<file path="config.mk">
export PLATFORM = sky130hd
export DESIGN_NAME = crank_tooth_rpm_meter_flat
export DESIGN_NICKNAME = d
export VERILOG_FILES = /design/src/sv/ctrm_pkg.sv /design/src/sv/ctrm_if.sv /design/src/sv/ctrm_sub.sv /design/src/sv/ctrm_core.sv /design/src/sv/crank_tooth_rpm_meter.sv /design/src/flat_wrapper.sv
export VERILOG_INCLUDE_DIRS = /design/src /design/src/sv
export SDC_FILE = /design/constraint.sdc
export NUM_CORES = 1
export LEC_CHECK = 0
export BUFFER_PORTS_ARGS = -buffer_cell sky130_fd_sc_hd__buf_2
export CAP_MARGIN = 40
export CORE_MARGIN = 10
export CORE_UTILIZATION = 46
export DETAILED_ROUTE_END_ITERATION = 16
export GPL_TIMING_DRIVEN = 0
export HOLD_SLACK_MARGIN = 0.03
export PLACE_DENSITY = 0.7
export SYNTH_ARGS = -nofsm -noshare
export SYNTH_HDL_FRONTEND = slang
export SYNTH_HIERARCHICAL = 1
export SYNTH_SLANG_ARGS = --single-unit
</file>
<file path="constraint.sdc">
create_clock -name clk -period 5.99 [get_ports clk]
set_clock_uncertainty 0.1 [all_clocks]
set_input_delay 1.4975 -clock clk [delete_from_list [all_inputs] [get_ports clk]]
set_output_delay 1.4975 -clock clk [all_outputs]
set_load 0.1 [all_outputs]
</file>
<file path="src/sv/crank_tooth_rpm_meter_macros.svh">
// assertion macros used by the rpm meter core
`ifndef CRANK_TOOTH_RPM_METER_MACROS_SVH
`define CRANK_TOOTH_RPM_METER_MACROS_SVH

// same-cycle implication, checked out of reset
`define CTRM_ASSERT_IMP(label, ante, cons) \
    label: assert property (@(posedge clk) disable iff (!rst_n) (ante) |-> (cons)) \
        else $error("rpm meter check failed");

// next-cycle implication, checked out of reset
`define CTRM_ASSERT_NEXT(label, ante, cons) \
    label: assert property (@(posedge clk) disable iff (!rst_n) (ante) |=> (cons)) \
        else $error("rpm meter check failed");

`endif

</file>
<file path="src/sv/ctrm_pkg.sv">
// package with shared constants and types of the crank tooth rpm meter
package ctrm_pkg;

    localparam int TIME_WIDTH_DEF  = 32;
    localparam int CFG_WIDTH       = 32;
    localparam int CFG_IDX_WIDTH   = 3;
    localparam int TOOTH_WIDTH     = 6;
    localparam int DEBOUNCE_WIDTH  = 16;
    localparam int RPM_WIDTH       = 16;
    localparam int DIVIDEND_WIDTH  = 26;
    localparam int CNT_WIDTH       = 5;

    localparam int US_PER_MINUTE   = 60000000;
    localparam int RPM_CEILING     = 60000;

    localparam logic [CFG_IDX_WIDTH-1:0] CFG_TEETH_PER_REV = 3'd0;
    localparam logic [CFG_IDX_WIDTH-1:0] CFG_TIMEOUT       = 3'd1;
    localparam logic [CFG_IDX_WIDTH-1:0] CFG_DEBOUNCE      = 3'd2;
    localparam logic [CFG_IDX_WIDTH-1:0] CFG_MIN_PERIOD    = 3'd3;
    localparam logic [CFG_IDX_WIDTH-1:0] CFG_MAX_PERIOD    = 3'd4;

    localparam logic [TOOTH_WIDTH-1:0]    RST_TEETH_PER_REV = 6'd11;
    localparam logic [CFG_WIDTH-1:0]      RST_TIMEOUT       = 32'd1000000;
    localparam logic [DEBOUNCE_WIDTH-1:0] RST_DEBOUNCE      = 16'd200;
    localparam logic [CFG_WIDTH-1:0]      RST_MIN_PERIOD    = 32'd6000;
    localparam logic [CFG_WIDTH-1:0]      RST_MAX_PERIOD    = 32'd200000;

    typedef struct packed {
        logic [TOOTH_WIDTH-1:0]    teeth_per_rev;
        logic [CFG_WIDTH-1:0]      timeout_us;
        logic [DEBOUNCE_WIDTH-1:0] debounce_us;
        logic [CFG_WIDTH-1:0]      min_rev_period_us;
        logic [CFG_WIDTH-1:0]      max_rev_period_us;
    } cfg_t;

    typedef struct packed {
        logic [RPM_WIDTH-1:0] rpm_value;
        logic                 timed_out;
        logic                 edge_ignored;
        logic                 rev_complete;
        logic                 rpm_updated;
    } result_t;

endpackage

</file>
<file path="src/sv/ctrm_if.sv">
// valid/ready channel interfaces for edge words and result words
interface ctrm_in_if #(
    parameter int TIME_WIDTH = 32
);
    logic                  valid;
    logic                  ready;
    logic [TIME_WIDTH-1:0] edge_time_us;

    modport source (output valid, output edge_time_us, input ready);
    modport sink   (input valid, input edge_time_us, output ready);
endinterface

interface ctrm_out_if;
    logic        valid;
    logic        ready;
    logic [15:0] rpm_value;
    logic        timed_out;
    logic        edge_ignored;
    logic        rev_complete;
    logic        rpm_updated;

    modport source (output valid, output rpm_value, output timed_out, output edge_ignored,
                    output rev_complete, output rpm_updated, input ready);
    modport sink   (input valid, input rpm_value, input timed_out, input edge_ignored,
                    input rev_complete, input rpm_updated, output ready);
endinterface

</file>
<file path="src/sv/ctrm_sub.sv">
// shared subtractor with borrow used for differences, compares and divide steps
module ctrm_sub #(
    parameter int WIDTH = 33
) (
    input  logic [WIDTH-1:0] a,
    input  logic [WIDTH-1:0] b,
    output logic [WIDTH-1:0] diff,
    output logic             borrow
);

    assign {borrow, diff} = {1'b0, a} - {1'b0, b};

endmodule

</file>
<file path="src/sv/ctrm_core.sv">
// edge sequencer, state registers and serial divider around the shared subtractor
`include "crank_tooth_rpm_meter_macros.svh"

module ctrm_core #(
    parameter int TIME_WIDTH = ctrm_pkg::TIME_WIDTH_DEF
) (
    input  logic                    clk,
    input  logic                    rst_n,
    input  logic                    start,
    input  logic [TIME_WIDTH-1:0]   edge_time,
    input  ctrm_pkg::cfg_t          cfg,
    output logic                    idle,
    output logic                    res_valid,
    input  logic                    res_take,
    output ctrm_pkg::result_t       result
);
    import ctrm_pkg::*;

    localparam int AW = (TIME_WIDTH > CFG_WIDTH) ? TIME_WIDTH : CFG_WIDTH;
    localparam int UW = AW + 1;
    localparam logic [DIVIDEND_WIDTH-1:0] DIVIDEND = DIVIDEND_WIDTH'(US_PER_MINUTE);

    typedef enum logic [9:0] {
        S_IDLE = 10'b0000000001,
        S_GAP  = 10'b0000000010,
        S_TO   = 10'b0000000100,
        S_DB   = 10'b0000001000,
        S_PER  = 10'b0000010000,
        S_MIN  = 10'b0000100000,
        S_MAX  = 10'b0001000000,
        S_DIV  = 10'b0010000000,
        S_SAT  = 10'b0100000000,
        S_FIN  = 10'b1000000000
    } state_t;

    state_t                    state_reg, state_next;
    logic [TIME_WIDTH-1:0]     last_edge_reg, last_edge_next;
    logic [TIME_WIDTH-1:0]     last_rev_reg, last_rev_next;
    logic [TOOTH_WIDTH-1:0]    tooth_reg, tooth_next;
    logic [RPM_WIDTH-1:0]      rpm_reg, rpm_next;
    logic [TIME_WIDTH-1:0]     now_reg, now_next;
    logic [TIME_WIDTH-1:0]     opnd_reg, opnd_next;
    logic [TIME_WIDTH-1:0]     rem_reg, rem_next;
    logic [DIVIDEND_WIDTH-1:0] quo_reg, quo_next;
    logic [CNT_WIDTH-1:0]      cnt_reg, cnt_next;
    logic                      to_reg, to_next;
    logic                      ign_reg, ign_next;
    logic                      closed_reg, closed_next;
    logic                      upd_reg, upd_next;

    logic [UW-1:0]             op_a, op_b, diff;
    logic                      borrow;
    logic [TIME_WIDTH:0]       shifted;
    logic [TOOTH_WIDTH-1:0]    tooth_inc;

    ctrm_sub #(.WIDTH(UW)) u_sub (
        .a      (op_a),
        .b      (op_b),
        .diff   (diff),
        .borrow (borrow)
    );

    assign shifted   = {rem_reg, DIVIDEND[cnt_reg]};
    assign tooth_inc = tooth_reg + TOOTH_WIDTH'(1);

    always_comb
    begin
        op_a = '0;
        op_b = '0;
        case (state_reg)
            S_GAP:
            begin
                op_a = UW'(now_reg);
                op_b = UW'(last_edge_reg);
            end
            S_TO:
            begin
                op_a = UW'(cfg.timeout_us);
                op_b = UW'(opnd_reg);
            end
            S_DB:
            begin
                op_a = UW'(opnd_reg);
                op_b = UW'(cfg.debounce_us);
            end
            S_PER:
            begin
                op_a = UW'(now_reg);
                op_b = UW'(last_rev_reg);
            end
            S_MIN:
            begin
                op_a = UW'(cfg.min_rev_period_us);
                op_b = UW'(opnd_reg);
            end
            S_MAX:
            begin
                op_a = UW'(opnd_reg);
                op_b = UW'(cfg.max_rev_period_us);
            end
            S_DIV:
            begin
                op_a = UW'(shifted);
                op_b = UW'(opnd_reg);
            end
            S_SAT:
            begin
                op_a = UW'(RPM_CEILING);
                op_b = UW'(quo_reg);
            end
            default:
            begin
                op_a = '0;
                op_b = '0;
            end
        endcase
    end

    always_comb
    begin
        state_next     = state_reg;
        last_edge_next = last_edge_reg;
        last_rev_next  = last_rev_reg;
        tooth_next     = tooth_reg;
        rpm_next       = rpm_reg;
        now_next       = now_reg;
        opnd_next      = opnd_reg;
        rem_next       = rem_reg;
        quo_next       = quo_reg;
        cnt_next       = cnt_reg;
        to_next        = to_reg;
        ign_next       = ign_reg;
        closed_next    = closed_reg;
        upd_next       = upd_reg;
        case (state_reg)
            S_IDLE:
            begin
                if (start)
                begin
                    now_next    = edge_time;
                    to_next     = 1'b0;
                    ign_next    = 1'b0;
                    closed_next = 1'b0;
                    upd_next    = 1'b0;
                    state_next  = S_GAP;
                end
            end
            S_GAP:
            begin
                opnd_next  = diff[TIME_WIDTH-1:0];
                state_next = S_TO;
            end
            S_TO:
            begin
                if (borrow)
                begin
                    to_next        = 1'b1;
                    rpm_next       = '0;
                    tooth_next     = '0;
                    last_edge_next = now_reg;
                    last_rev_next  = now_reg;
                    state_next     = S_FIN;
                end
                else
                begin
                    state_next = S_DB;
                end
            end
            S_DB:
            begin
                if (borrow)
                begin
                    ign_next   = 1'b1;
                    state_next = S_FIN;
                end
                else
                begin
                    last_edge_next = now_reg;
                    if (tooth_inc >= cfg.teeth_per_rev)
                    begin
                        closed_next = 1'b1;
                        tooth_next  = '0;
                        state_next  = S_PER;
                    end
                    else
                    begin
                        tooth_next = tooth_inc;
                        state_next = S_FIN;
                    end
                end
            end
            S_PER:
            begin
                opnd_next     = diff[TIME_WIDTH-1:0];
                last_rev_next = now_reg;
                state_next    = S_MIN;
            end
            S_MIN:
            begin
                state_next = borrow ? S_MAX : S_FIN;
            end
            S_MAX:
            begin
                if (borrow)
                begin
                    rem_next   = '0;
                    quo_next   = '0;
                    cnt_next   = CNT_WIDTH'(DIVIDEND_WIDTH - 1);
                    state_next = S_DIV;
                end
                else
                begin
                    state_next = S_FIN;
                end
            end
            S_DIV:
            begin
                rem_next = borrow ? shifted[TIME_WIDTH-1:0] : diff[TIME_WIDTH-1:0];
                quo_next = {quo_reg[DIVIDEND_WIDTH-2:0], ~borrow};
                if (cnt_reg == '0)
                begin
                    state_next = S_SAT;
                end
                else
                begin
                    cnt_next = cnt_reg - CNT_WIDTH'(1);
                end
            end
            S_SAT:
            begin
                rpm_next   = borrow ? RPM_WIDTH'(RPM_CEILING) : quo_reg[RPM_WIDTH-1:0];
                upd_next   = 1'b1;
                state_next = S_FIN;
            end
            S_FIN:
            begin
                if (res_take)
                begin
                    state_next = S_IDLE;
                end
            end
            default:
            begin
                state_next = S_IDLE;
            end
        endcase
    end

    always_ff @(posedge clk or negedge rst_n)
    begin
        if (!rst_n)
        begin
            state_reg     <= S_IDLE;
            last_edge_reg <= '0;
            last_rev_reg  <= '0;
            tooth_reg     <= '0;
            rpm_reg       <= '0;
        end
        else
        begin
            state_reg     <= state_next;
            last_edge_reg <= last_edge_next;
            last_rev_reg  <= last_rev_next;
            tooth_reg     <= tooth_next;
            rpm_reg       <= rpm_next;
        end
    end

    always_ff @(posedge clk)
    begin
        now_reg    <= now_next;
        opnd_reg   <= opnd_next;
        rem_reg    <= rem_next;
        quo_reg    <= quo_next;
        cnt_reg    <= cnt_next;
        to_reg     <= to_next;
        ign_reg    <= ign_next;
        closed_reg <= closed_next;
        upd_reg    <= upd_next;
    end

    assign idle                = (state_reg == S_IDLE);
    assign res_valid           = (state_reg == S_FIN);
    assign result.rpm_value    = rpm_reg;
    assign result.timed_out    = to_reg;
    assign result.edge_ignored = ign_reg;
    assign result.rev_complete = closed_reg;
    assign result.rpm_updated  = upd_reg;

    `CTRM_ASSERT_NEXT(a_start_leaves_idle, start && idle, state_reg == S_GAP)
    `CTRM_ASSERT_IMP(a_rem_below_divisor, state_reg == S_DIV, rem_reg < opnd_reg)
    `CTRM_ASSERT_IMP(a_rpm_ceiling, 1'b1, rpm_reg <= RPM_WIDTH'(RPM_CEILING))
    `CTRM_ASSERT_IMP(a_update_needs_rev, res_valid && upd_reg, closed_reg && !to_reg && !ign_reg)
    `CTRM_ASSERT_NEXT(a_result_holds, res_valid && !res_take, res_valid && $stable(result))

endmodule

</file>
<file path="src/sv/crank_tooth_rpm_meter.sv">
// top level of the crank tooth rpm meter: config registers, core and output register
//
// One result word per accepted edge word. The edge is taken when the core is
// idle; a timed-out edge has its result word offered after the gap and timeout
// states, a debounced edge or a plain tooth after the debounce state too, a
// closed revolution outside the sanity window after the period and window
// states, and an rpm update after the restoring divider runs 26 quotient bits,
// one per cycle, through the one shared subtractor for every difference and time
// compare. The result moves into the output register once it is empty or read,
// so the next edge is taken in the following cycle even while that word waits.
module crank_tooth_rpm_meter #(
    parameter int TIME_WIDTH = ctrm_pkg::TIME_WIDTH_DEF
) (
    input  logic                               clk,
    input  logic                               rst_n,
    input  logic                               cfg_we,
    input  logic [ctrm_pkg::CFG_IDX_WIDTH-1:0] cfg_index,
    input  logic [ctrm_pkg::CFG_WIDTH-1:0]     cfg_wdata,
    ctrm_in_if.sink                            edge_in,
    ctrm_out_if.source                         rpm_out
);
    import ctrm_pkg::*;

    cfg_t    cfg_reg;
    result_t core_result;
    result_t out_reg;
    logic    out_valid_reg;
    logic    core_idle;
    logic    res_valid;
    logic    res_take;
    logic    start;

    always_ff @(posedge clk or negedge rst_n)
    begin
        if (!rst_n)
        begin
            cfg_reg.teeth_per_rev     <= RST_TEETH_PER_REV;
            cfg_reg.timeout_us        <= RST_TIMEOUT;
            cfg_reg.debounce_us       <= RST_DEBOUNCE;
            cfg_reg.min_rev_period_us <= RST_MIN_PERIOD;
            cfg_reg.max_rev_period_us <= RST_MAX_PERIOD;
        end
        else if (cfg_we)
        begin
            case (cfg_index)
                CFG_TEETH_PER_REV: cfg_reg.teeth_per_rev     <= cfg_wdata[TOOTH_WIDTH-1:0];
                CFG_TIMEOUT:       cfg_reg.timeout_us        <= cfg_wdata;
                CFG_DEBOUNCE:      cfg_reg.debounce_us       <= cfg_wdata[DEBOUNCE_WIDTH-1:0];
                CFG_MIN_PERIOD:    cfg_reg.min_rev_period_us <= cfg_wdata;
                CFG_MAX_PERIOD:    cfg_reg.max_rev_period_us <= cfg_wdata;
                default:           cfg_reg                   <= cfg_reg;
            endcase
        end
    end

    assign edge_in.ready = core_idle;
    assign start         = edge_in.valid && core_idle;
    assign res_take      = res_valid && (!out_valid_reg || rpm_out.ready);

    ctrm_core #(.TIME_WIDTH(TIME_WIDTH)) u_core (
        .clk       (clk),
        .rst_n     (rst_n),
        .start     (start),
        .edge_time (edge_in.edge_time_us),
        .cfg       (cfg_reg),
        .idle      (core_idle),
        .res_valid (res_valid),
        .res_take  (res_take),
        .result    (core_result)
    );

    always_ff @(posedge clk or negedge rst_n)
    begin
        if (!rst_n)
        begin
            out_valid_reg <= 1'b0;
        end
        else if (res_take)
        begin
            out_valid_reg <= 1'b1;
        end
        else if (rpm_out.ready)
        begin
            out_valid_reg <= 1'b0;
        end
    end

    always_ff @(posedge clk)
    begin
        if (res_take)
        begin
            out_reg <= core_result;
        end
    end

    assign rpm_out.valid        = out_valid_reg;
    assign rpm_out.rpm_value    = out_reg.rpm_value;
    assign rpm_out.timed_out    = out_reg.timed_out;
    assign rpm_out.edge_ignored = out_reg.edge_ignored;
    assign rpm_out.rev_complete = out_reg.rev_complete;
    assign rpm_out.rpm_updated  = out_reg.rpm_updated;

endmodule

</file>
<file path="src/flat_wrapper.sv">
// flat-port wrapper written by rule: the top's interface ports become plain ports
module crank_tooth_rpm_meter_flat import ctrm_pkg::*;
#(
    parameter int TIME_WIDTH = ctrm_pkg::TIME_WIDTH_DEF
)
  (clk, rst_n, cfg_we, cfg_index, cfg_wdata, edge_in_valid, edge_in_edge_time_us, edge_in_ready, rpm_out_valid, rpm_out_rpm_value, rpm_out_timed_out, rpm_out_edge_ignored, rpm_out_rev_complete, rpm_out_rpm_updated, rpm_out_ready);
  ctrm_in_if #(.TIME_WIDTH(TIME_WIDTH)) edge_in_i ();
  ctrm_out_if rpm_out_i ();
  input  logic clk;
  input  logic rst_n;
  input  logic cfg_we;
  input  logic [ctrm_pkg::CFG_IDX_WIDTH-1:0] cfg_index;
  input  logic [ctrm_pkg::CFG_WIDTH-1:0] cfg_wdata;
  input wire logic [$bits(edge_in_i.valid)-1:0] edge_in_valid;
  input wire logic [$bits(edge_in_i.edge_time_us)-1:0] edge_in_edge_time_us;
  output wire logic [$bits(edge_in_i.ready)-1:0] edge_in_ready;
  output wire logic [$bits(rpm_out_i.valid)-1:0] rpm_out_valid;
  output wire logic [$bits(rpm_out_i.rpm_value)-1:0] rpm_out_rpm_value;
  output wire logic [$bits(rpm_out_i.timed_out)-1:0] rpm_out_timed_out;
  output wire logic [$bits(rpm_out_i.edge_ignored)-1:0] rpm_out_edge_ignored;
  output wire logic [$bits(rpm_out_i.rev_complete)-1:0] rpm_out_rev_complete;
  output wire logic [$bits(rpm_out_i.rpm_updated)-1:0] rpm_out_rpm_updated;
  input wire logic [$bits(rpm_out_i.ready)-1:0] rpm_out_ready;
  assign edge_in_i.valid = edge_in_valid;
  assign edge_in_i.edge_time_us = edge_in_edge_time_us;
  assign edge_in_ready = edge_in_i.ready;
  assign rpm_out_valid = rpm_out_i.valid;
  assign rpm_out_rpm_value = rpm_out_i.rpm_value;
  assign rpm_out_timed_out = rpm_out_i.timed_out;
  assign rpm_out_edge_ignored = rpm_out_i.edge_ignored;
  assign rpm_out_rev_complete = rpm_out_i.rev_complete;
  assign rpm_out_rpm_updated = rpm_out_i.rpm_updated;
  assign rpm_out_i.ready = rpm_out_ready;
  crank_tooth_rpm_meter #(.TIME_WIDTH(TIME_WIDTH)) u_core (.clk(clk), .rst_n(rst_n), .cfg_we(cfg_we), .cfg_index(cfg_index), .cfg_wdata(cfg_wdata), .edge_in(edge_in_i), .rpm_out(rpm_out_i));
endmodule
</file>
After elaboration in Yosys (flattened, before gate mapping) --
Memories as Yosys holds them, arrays and structs flattened. A register that Yosys moved wholly into a read port is not among the register bits. Cells that the tools add are included.
Word-level totals: logic and storage cells 130, input port bits 72, ROM bits 32, register bits 366, memories 1
Memories:
- (no name shown) | words 32, bits a word 1, rd ports 1, clocked after memory_dff 1, write ports 0, RTL line ctrm_core.sv:63 | assign shifted = {rem_reg, DIVIDEND[cnt_reg]};
Operators by class: bitwise operators 1, mux-type cells 42, add/sub/neg operators 3, $lt $le $gt $ge 2, equal/unequal tests 23, reduce and logical (&&, ||, !) cells 33
Operators by type and width (number):
- 33-bit case mux with 6 select lines | 1
- 32-bit case mux with 2 select lines | 3
- 32-bit case mux with 6 select lines | 1
- 32-bit 2-to-1 mux | 4
- 10-bit case mux with 10 select lines | 1
- 10-bit 2-to-1 mux | 8
- 26-bit case mux with 2 select lines | 1
- 33-bit by 32-bit subtractor with 34-bit output | 1
- 16-bit 2-to-1 mux | 2
- 16-bit case mux with 2 select lines | 1
- 26-bit 2-to-1 mux | 1
- 2-bit AND reduction | 10
- 6-bit 2-to-1 mux | 3
- 2-bit inequality test, second input constant | 9
- 2-bit nonzero test | 8
- 5-bit 2-to-1 mux | 3
- 3-bit AND reduction | 5
- 6-bit case mux with 2 select lines | 1
- 10-bit by 1-bit equality test with 1-bit output, second input constant | 1
- 10-bit equality test, second input constant | 1
- 10-bit by 2-bit equality test with 1-bit output, second input constant | 1
- 10-bit by 3-bit equality test with 1-bit output, second input constant | 1
- 10-bit by 4-bit equality test with 1-bit output, second input constant | 1
- 10-bit by 5-bit equality test with 1-bit output, second input constant | 1
- other kinds (23) | 35

Logic depth before layout (Yosys ltp) --
depth in word-level cells 7, gate-level depth with buffers 30, gate-level depth less buffers 25

Hierarchy --
The synthesis kept the hierarchy.
Modules (own cells, without submodules):
- ctrm_core | instances 1, cells an instance 896, seq. area each 6357.3 um^2, area each 10915.5 um^2
- crank_tooth_rpm_meter | instances 1, cells an instance 279, seq. area each 3611.0 um^2, area each 5132.4 um^2
- ctrm_sub | instances 1, cells an instance 295, seq. area each 0.0 um^2, area each 2026.9 um^2

Worst setup path before layout --
No wires, ideal clock.
kind reg-to-reg, start point register u_core.u_core.state_reg[7], end point register u_core.u_core.quo_reg[0] (enable), stages on the path, launching flop included 23, required time 5.473 ns, arrival time 5.568 ns, period minus slack after synthesis 6.085 ns, setup slack -0.095 ns, cells stage by stage dfrtp_1 -> buf_2 -> or2_1 -> buf_2 -> nor4_1 -> nor3b_2 -> buf_2 -> a221oi_1 -> nand3_1 -> ha_1 -> buf_6 -> a21o_1 -> o21ai_1 -> a21oi_2 -> o31ai_4 -> a211oi_2 -> nor2_2 -> nor2_1 -> o22ai_1 -> buf_2 -> clkbuf_1 -> nand2_1 -> nand2_1
On the way: cells in the longest elaborated chain, start to end 6, elaborated cells between the ends (all ways) 17, those cells by class add/sub: 1; eq/ne: 9; mux: 2; reduce/logical: 5
RTL lines:
- start: declaration | RTL line ctrm_core.sv:36 | state_t state_reg, state_next;
- start signal: assignment | RTL line ctrm_core.sv:261 | state_reg <= state_next;
- 10-bit by 7-bit equality test with 1-bit output (tied with other cells) | RTL line ctrm_core.sv:70 | case (state_reg)
- 2-bit OR reduction (no line)
- 33-bit case mux with 6 select lines (*) | RTL line ctrm_core.sv:70
- via u_core.u_core.op_a[6] | RTL line ctrm_core.sv:51 | logic [UW-1:0] op_a, op_b, diff;
- 33-bit by 32-bit subtractor with 34-bit output (*) | RTL line ctrm_sub.sv:11 | assign {borrow, diff} = {1'b0, a} - {1'b0, b};
- via u_core.u_core.borrow | RTL line ctrm_core.sv:52 | logic borrow;
- 2-bit inequality test (no line) (*)
- 2-bit AND reduction (no line) (*)
- end signal: assignment | RTL line ctrm_core.sv:274 | quo_reg <= quo_next;
- end: declaration | RTL line ctrm_core.sv:44 | logic [DIVIDEND_WIDTH-1:0] quo_reg, quo_next;
Mark *: on every way through the listed nets, which the timed path passes. The rest lies on a longest branch. A chain may end at the register's enable or synchronous reset.

Worst setup path in the final report --
start point register u_core.u_core.state_reg[3], end point register u_core.u_core.quo_reg[14] (enable)
On the way: cells in the longest elaborated chain, start to end 6, elaborated cells between the ends (all ways) 17, those cells by class add/sub: 1; eq/ne: 9; mux: 2; reduce/logical: 5
RTL lines (RTL line):
- 10-bit by 8-bit equality test with 1-bit output (tied with other cells) | ctrm_core.sv:70
- 3-bit OR reduction (no line)
- 32-bit case mux with 6 select lines (*) | ctrm_core.sv:70
- via u_core.u_core.op_b[7] | ctrm_core.sv:51
- 33-bit by 32-bit subtractor with 34-bit output (*) | ctrm_sub.sv:11
- via u_core.u_core.borrow | ctrm_core.sv:52
- 2-bit inequality test (no line) (*)
- 2-bit AND reduction (no line) (*)
Marks and branches as above.

==> run_results.csv <==
group,metric,value,unit
cts,tritoncts,"yes",
final_layout,area_growth_syn_to_layout,16.96,%
final_layout,layout.filler_cells,3257,
run_status,status,"completed",
final_layout,antenna-diode-count,0,
final_layout,area.sequential,9968,sq um
drt,drcViolationCount,0,
setup_path,timing_worst_setup_path_type,"flip-flop to flip-flop",
drt,dr_total_vias,13230,
timing,min_period_over_period,0.9779,
cts,holdBufCountCts,0,
drt,drt-pass1-iter-count,7,
global_routing,grt_first_pass_wirelength,80700,microns
timing,fmax,0.1707,GHz
synthesis,synthesis.area,18020,sq um
die,placementRows,72,
final_layout,number_of_flip_flops_in_the_largest_register,118,
pwr,netSwitchingFraction,0.3261,
timing,final-max-slew-violation-count,0,
cts,cts.htree.levels,2,
drt,detail_route.iter0.violations,1742,
pwr,power_density,398.9,nW/um^2
placed_design,place.port_buffers,93,
job,drv.max_cap_violation_count,0,
timing,layout_min_cycle_time,5.857,ns
cts,clk_pin_slew_worst_paths,0.06,ns
synthesis,syn_inst,1461,
drt,ant_nets,0,
pwr,vdd_ir_drop_max,0.1922,mV
global_routing,grt_start_max_net_pins,110,
global_routing,grt_pass1_vias,13330,
die,core_region_area,38740,sq um
setup_path,cp.required,6.11,ns
setup_path,endpoint_arrival_time_on_the_critical_path,5.98,ns
timing,slew_headroom,0.4062,
synthesis,synth_fp_nets,1578,
placed_design,place_congestion,0.9486,
cts,cts_root_buffer,"sky130_fd_sc_hd__clkbuf_16",
setup_path,timing.critical_path.to_type,"flip-flop",
cts,cts_sinks,367,
die,die_x,217.9,microns
final_layout,final_common_cell,"sky130_fd_sc_hd__dfrtp_1",
placed_design,dp_area,19370,sq um
min_path,hp-class,"flip-flop to flip-flop",
synthesis,yosysWarningCount,6,
pwr,net-switching-power,2.742,mW
placed_design,detailed_place_hpwl,37660,microns
timing,worst_hold_slack,0.3409,ns
final_layout,finish.instance_area,21080,sq um
final_layout,final_layout_size_suffix_gt1_frac,0.3055,
final_layout,design.final.nets,1747,
timing,setup_viol,0,
cts,cts.path.max_buffers,3,
setup_path,critPathLaunchType,"flip-flop",
final_layout,multi_input_area,7507,sq um
drt,wirelength,53790,microns
die,initial_utilization,0.4652,
timing,worst_slew_pin_slew,0.8884,ns
drt,via_per_inst,6.065,
timing,report.final.hold_viol_count,0,
global_routing,globalRoute.totalOverflow,0,
final_layout,layout_common_cells,"188 x sky130_fd_sc_hd__dfrtp_1, 151 x sky130_fd_sc_hd__edfxtp_1, 148 x sky130_fd_sc_hd__mux2_2",
die,die_area,47490,sq um
die,die_h,217.9,microns
pwr,share_seq_of_total_power,0.401,
synthesis,post_synthesis_area_per_instance,12.33,sq um
setup_path,crit_path_max_fanout,44,
drt,route.detailed.wl_per_inst,24.66,microns
cts,insertion_delay,0.55,ns
global_routing,antenna_found_initial,1,
final_layout,final_core_utilization,0.5441,
global_routing,gr-usage-all-layers,0.2198,
pwr,p_leak,9.040,nW
die,pin_count,94,
pwr,intPower,5.667,mW
timing,finalSetupTns,0,ns
cts,cts-buffers-inserted,41,
pwr,clock_power_share,0.284,
pwr,share_comb_of_total_power,0.315,
[area by class of cell]
class,instances,share of cell area
clock buffer,60,0.05449
tap,518,0.03075
multi-input combinational,947,0.3562
sequential,367,0.4729
clock inverter,16,0.005995
inverter,57,0.01039
buffer,86,0.02713
timing repair buffer,130,0.04215
[routing by layer]
metal | vias to the layer above | routed length, microns | track usage
li1 | 5791 | - | -
met1 | 6642 | 21570 | 0.2901
met2 | 668 | 25080 | 0.3548
met3 | 126 | 5194 | 0.03967
met5 | - | 0 | 0
met4 | 0 | 1937 | 0.08239
[worst max-delay path, cell delays in order, from the launching register on]
cell and delay (ns):
sky130_fd_sc_hd__dfrtp_1 0.41, sky130_fd_sc_hd__buf_2 0.24, sky130_fd_sc_hd__nor4_4 0.30, sky130_fd_sc_hd__buf_4 0.18, sky130_fd_sc_hd__nand2_4 0.09, sky130_fd_sc_hd__nor3b_4 0.35
sky130_fd_sc_hd__buf_4 0.21, sky130_fd_sc_hd__clkbuf_4 0.26, sky130_fd_sc_hd__a222oi_1 0.14, sky130_fd_sc_hd__nand2_1 0.08, sky130_fd_sc_hd__inv_1 0.06, sky130_fd_sc_hd__ha_1 0.34
sky130_fd_sc_hd__o21a_1 0.22, sky130_fd_sc_hd__o2111ai_1 0.23, sky130_fd_sc_hd__a21oi_2 0.08, sky130_fd_sc_hd__o31ai_4 0.35, sky130_fd_sc_hd__a211oi_2 0.16, sky130_fd_sc_hd__nor2_2 0.22
sky130_fd_sc_hd__nor2_1 0.09, sky130_fd_sc_hd__o22ai_1 0.13, sky130_fd_sc_hd__buf_4 0.17, sky130_fd_sc_hd__buf_4 0.14, sky130_fd_sc_hd__clkbuf_2 0.24, sky130_fd_sc_hd__nand2_1 0.14
sky130_fd_sc_hd__nand2_4 0.24, sky130_fd_sc_hd__buf_16 0.30
[per-stage QoR]
stage	worst slack, ns	instances	total power, mW
floorplan	0.2000	1461	5.154
global placement	-1.607	2072	5.747
detailed placement	-1.342	2087	5.827
CTS	-0.1843	2171	8.290
global route	-0.08174	2181	8.768
finish	0.1326	2181	8.409
[final timing paths]
kind                                                        start  cells after the start                                 endpoint  slack, ns
hold / removal               u_core/u_core/rpm_reg[6]$_DFFE_PN0P_                      0    u_core/rpm_out.rpm_value[6]$_DFFE_PP_       0.34
max in group asynchronous                                   rst_n                      2           u_core/cfg_reg[95]$_DFFE_PN0P_       3.78
setup / recovery           u_core/u_core/state_reg[3]$_DFFE_PN0P_                     25  u_core/u_core/quo_reg[14]$_SDFFCE_PP0P_       0.13
hold reg to reg              u_core/u_core/rpm_reg[6]$_DFFE_PN0P_                      0    u_core/rpm_out.rpm_value[6]$_DFFE_PP_       0.34
min in group asynchronous                                   rst_n                      1   u_core/u_core/tooth_reg[5]$_DFFE_PN0P_       0.92
setup reg to reg           u_core/u_core/state_reg[3]$_DFFE_PN0P_                     25  u_core/u_core/quo_reg[14]$_SDFFCE_PP0P_       0.13
[what timing repair did]
action | in CTS | in global routing
gates resized for setup | 43 | 54
buffers inserted | 10 | 11
endpoints found under the setup margin | 185 | 136
pin swaps | 3 | 8
gates cloned | 0 | 1
[power by group through the flow]
stage               clock, mW  sequential, mW  combinational [mW]
global placement            0            3.39                2.36
floorplan                   0            3.39                1.77
global route             2.54            3.41                2.82
detailed placement          0            3.41                2.42
finish                   2.39            3.38                2.65
CTS                      2.43            3.37                2.49
Note: power is estimated with default switching activity, not from simulation.
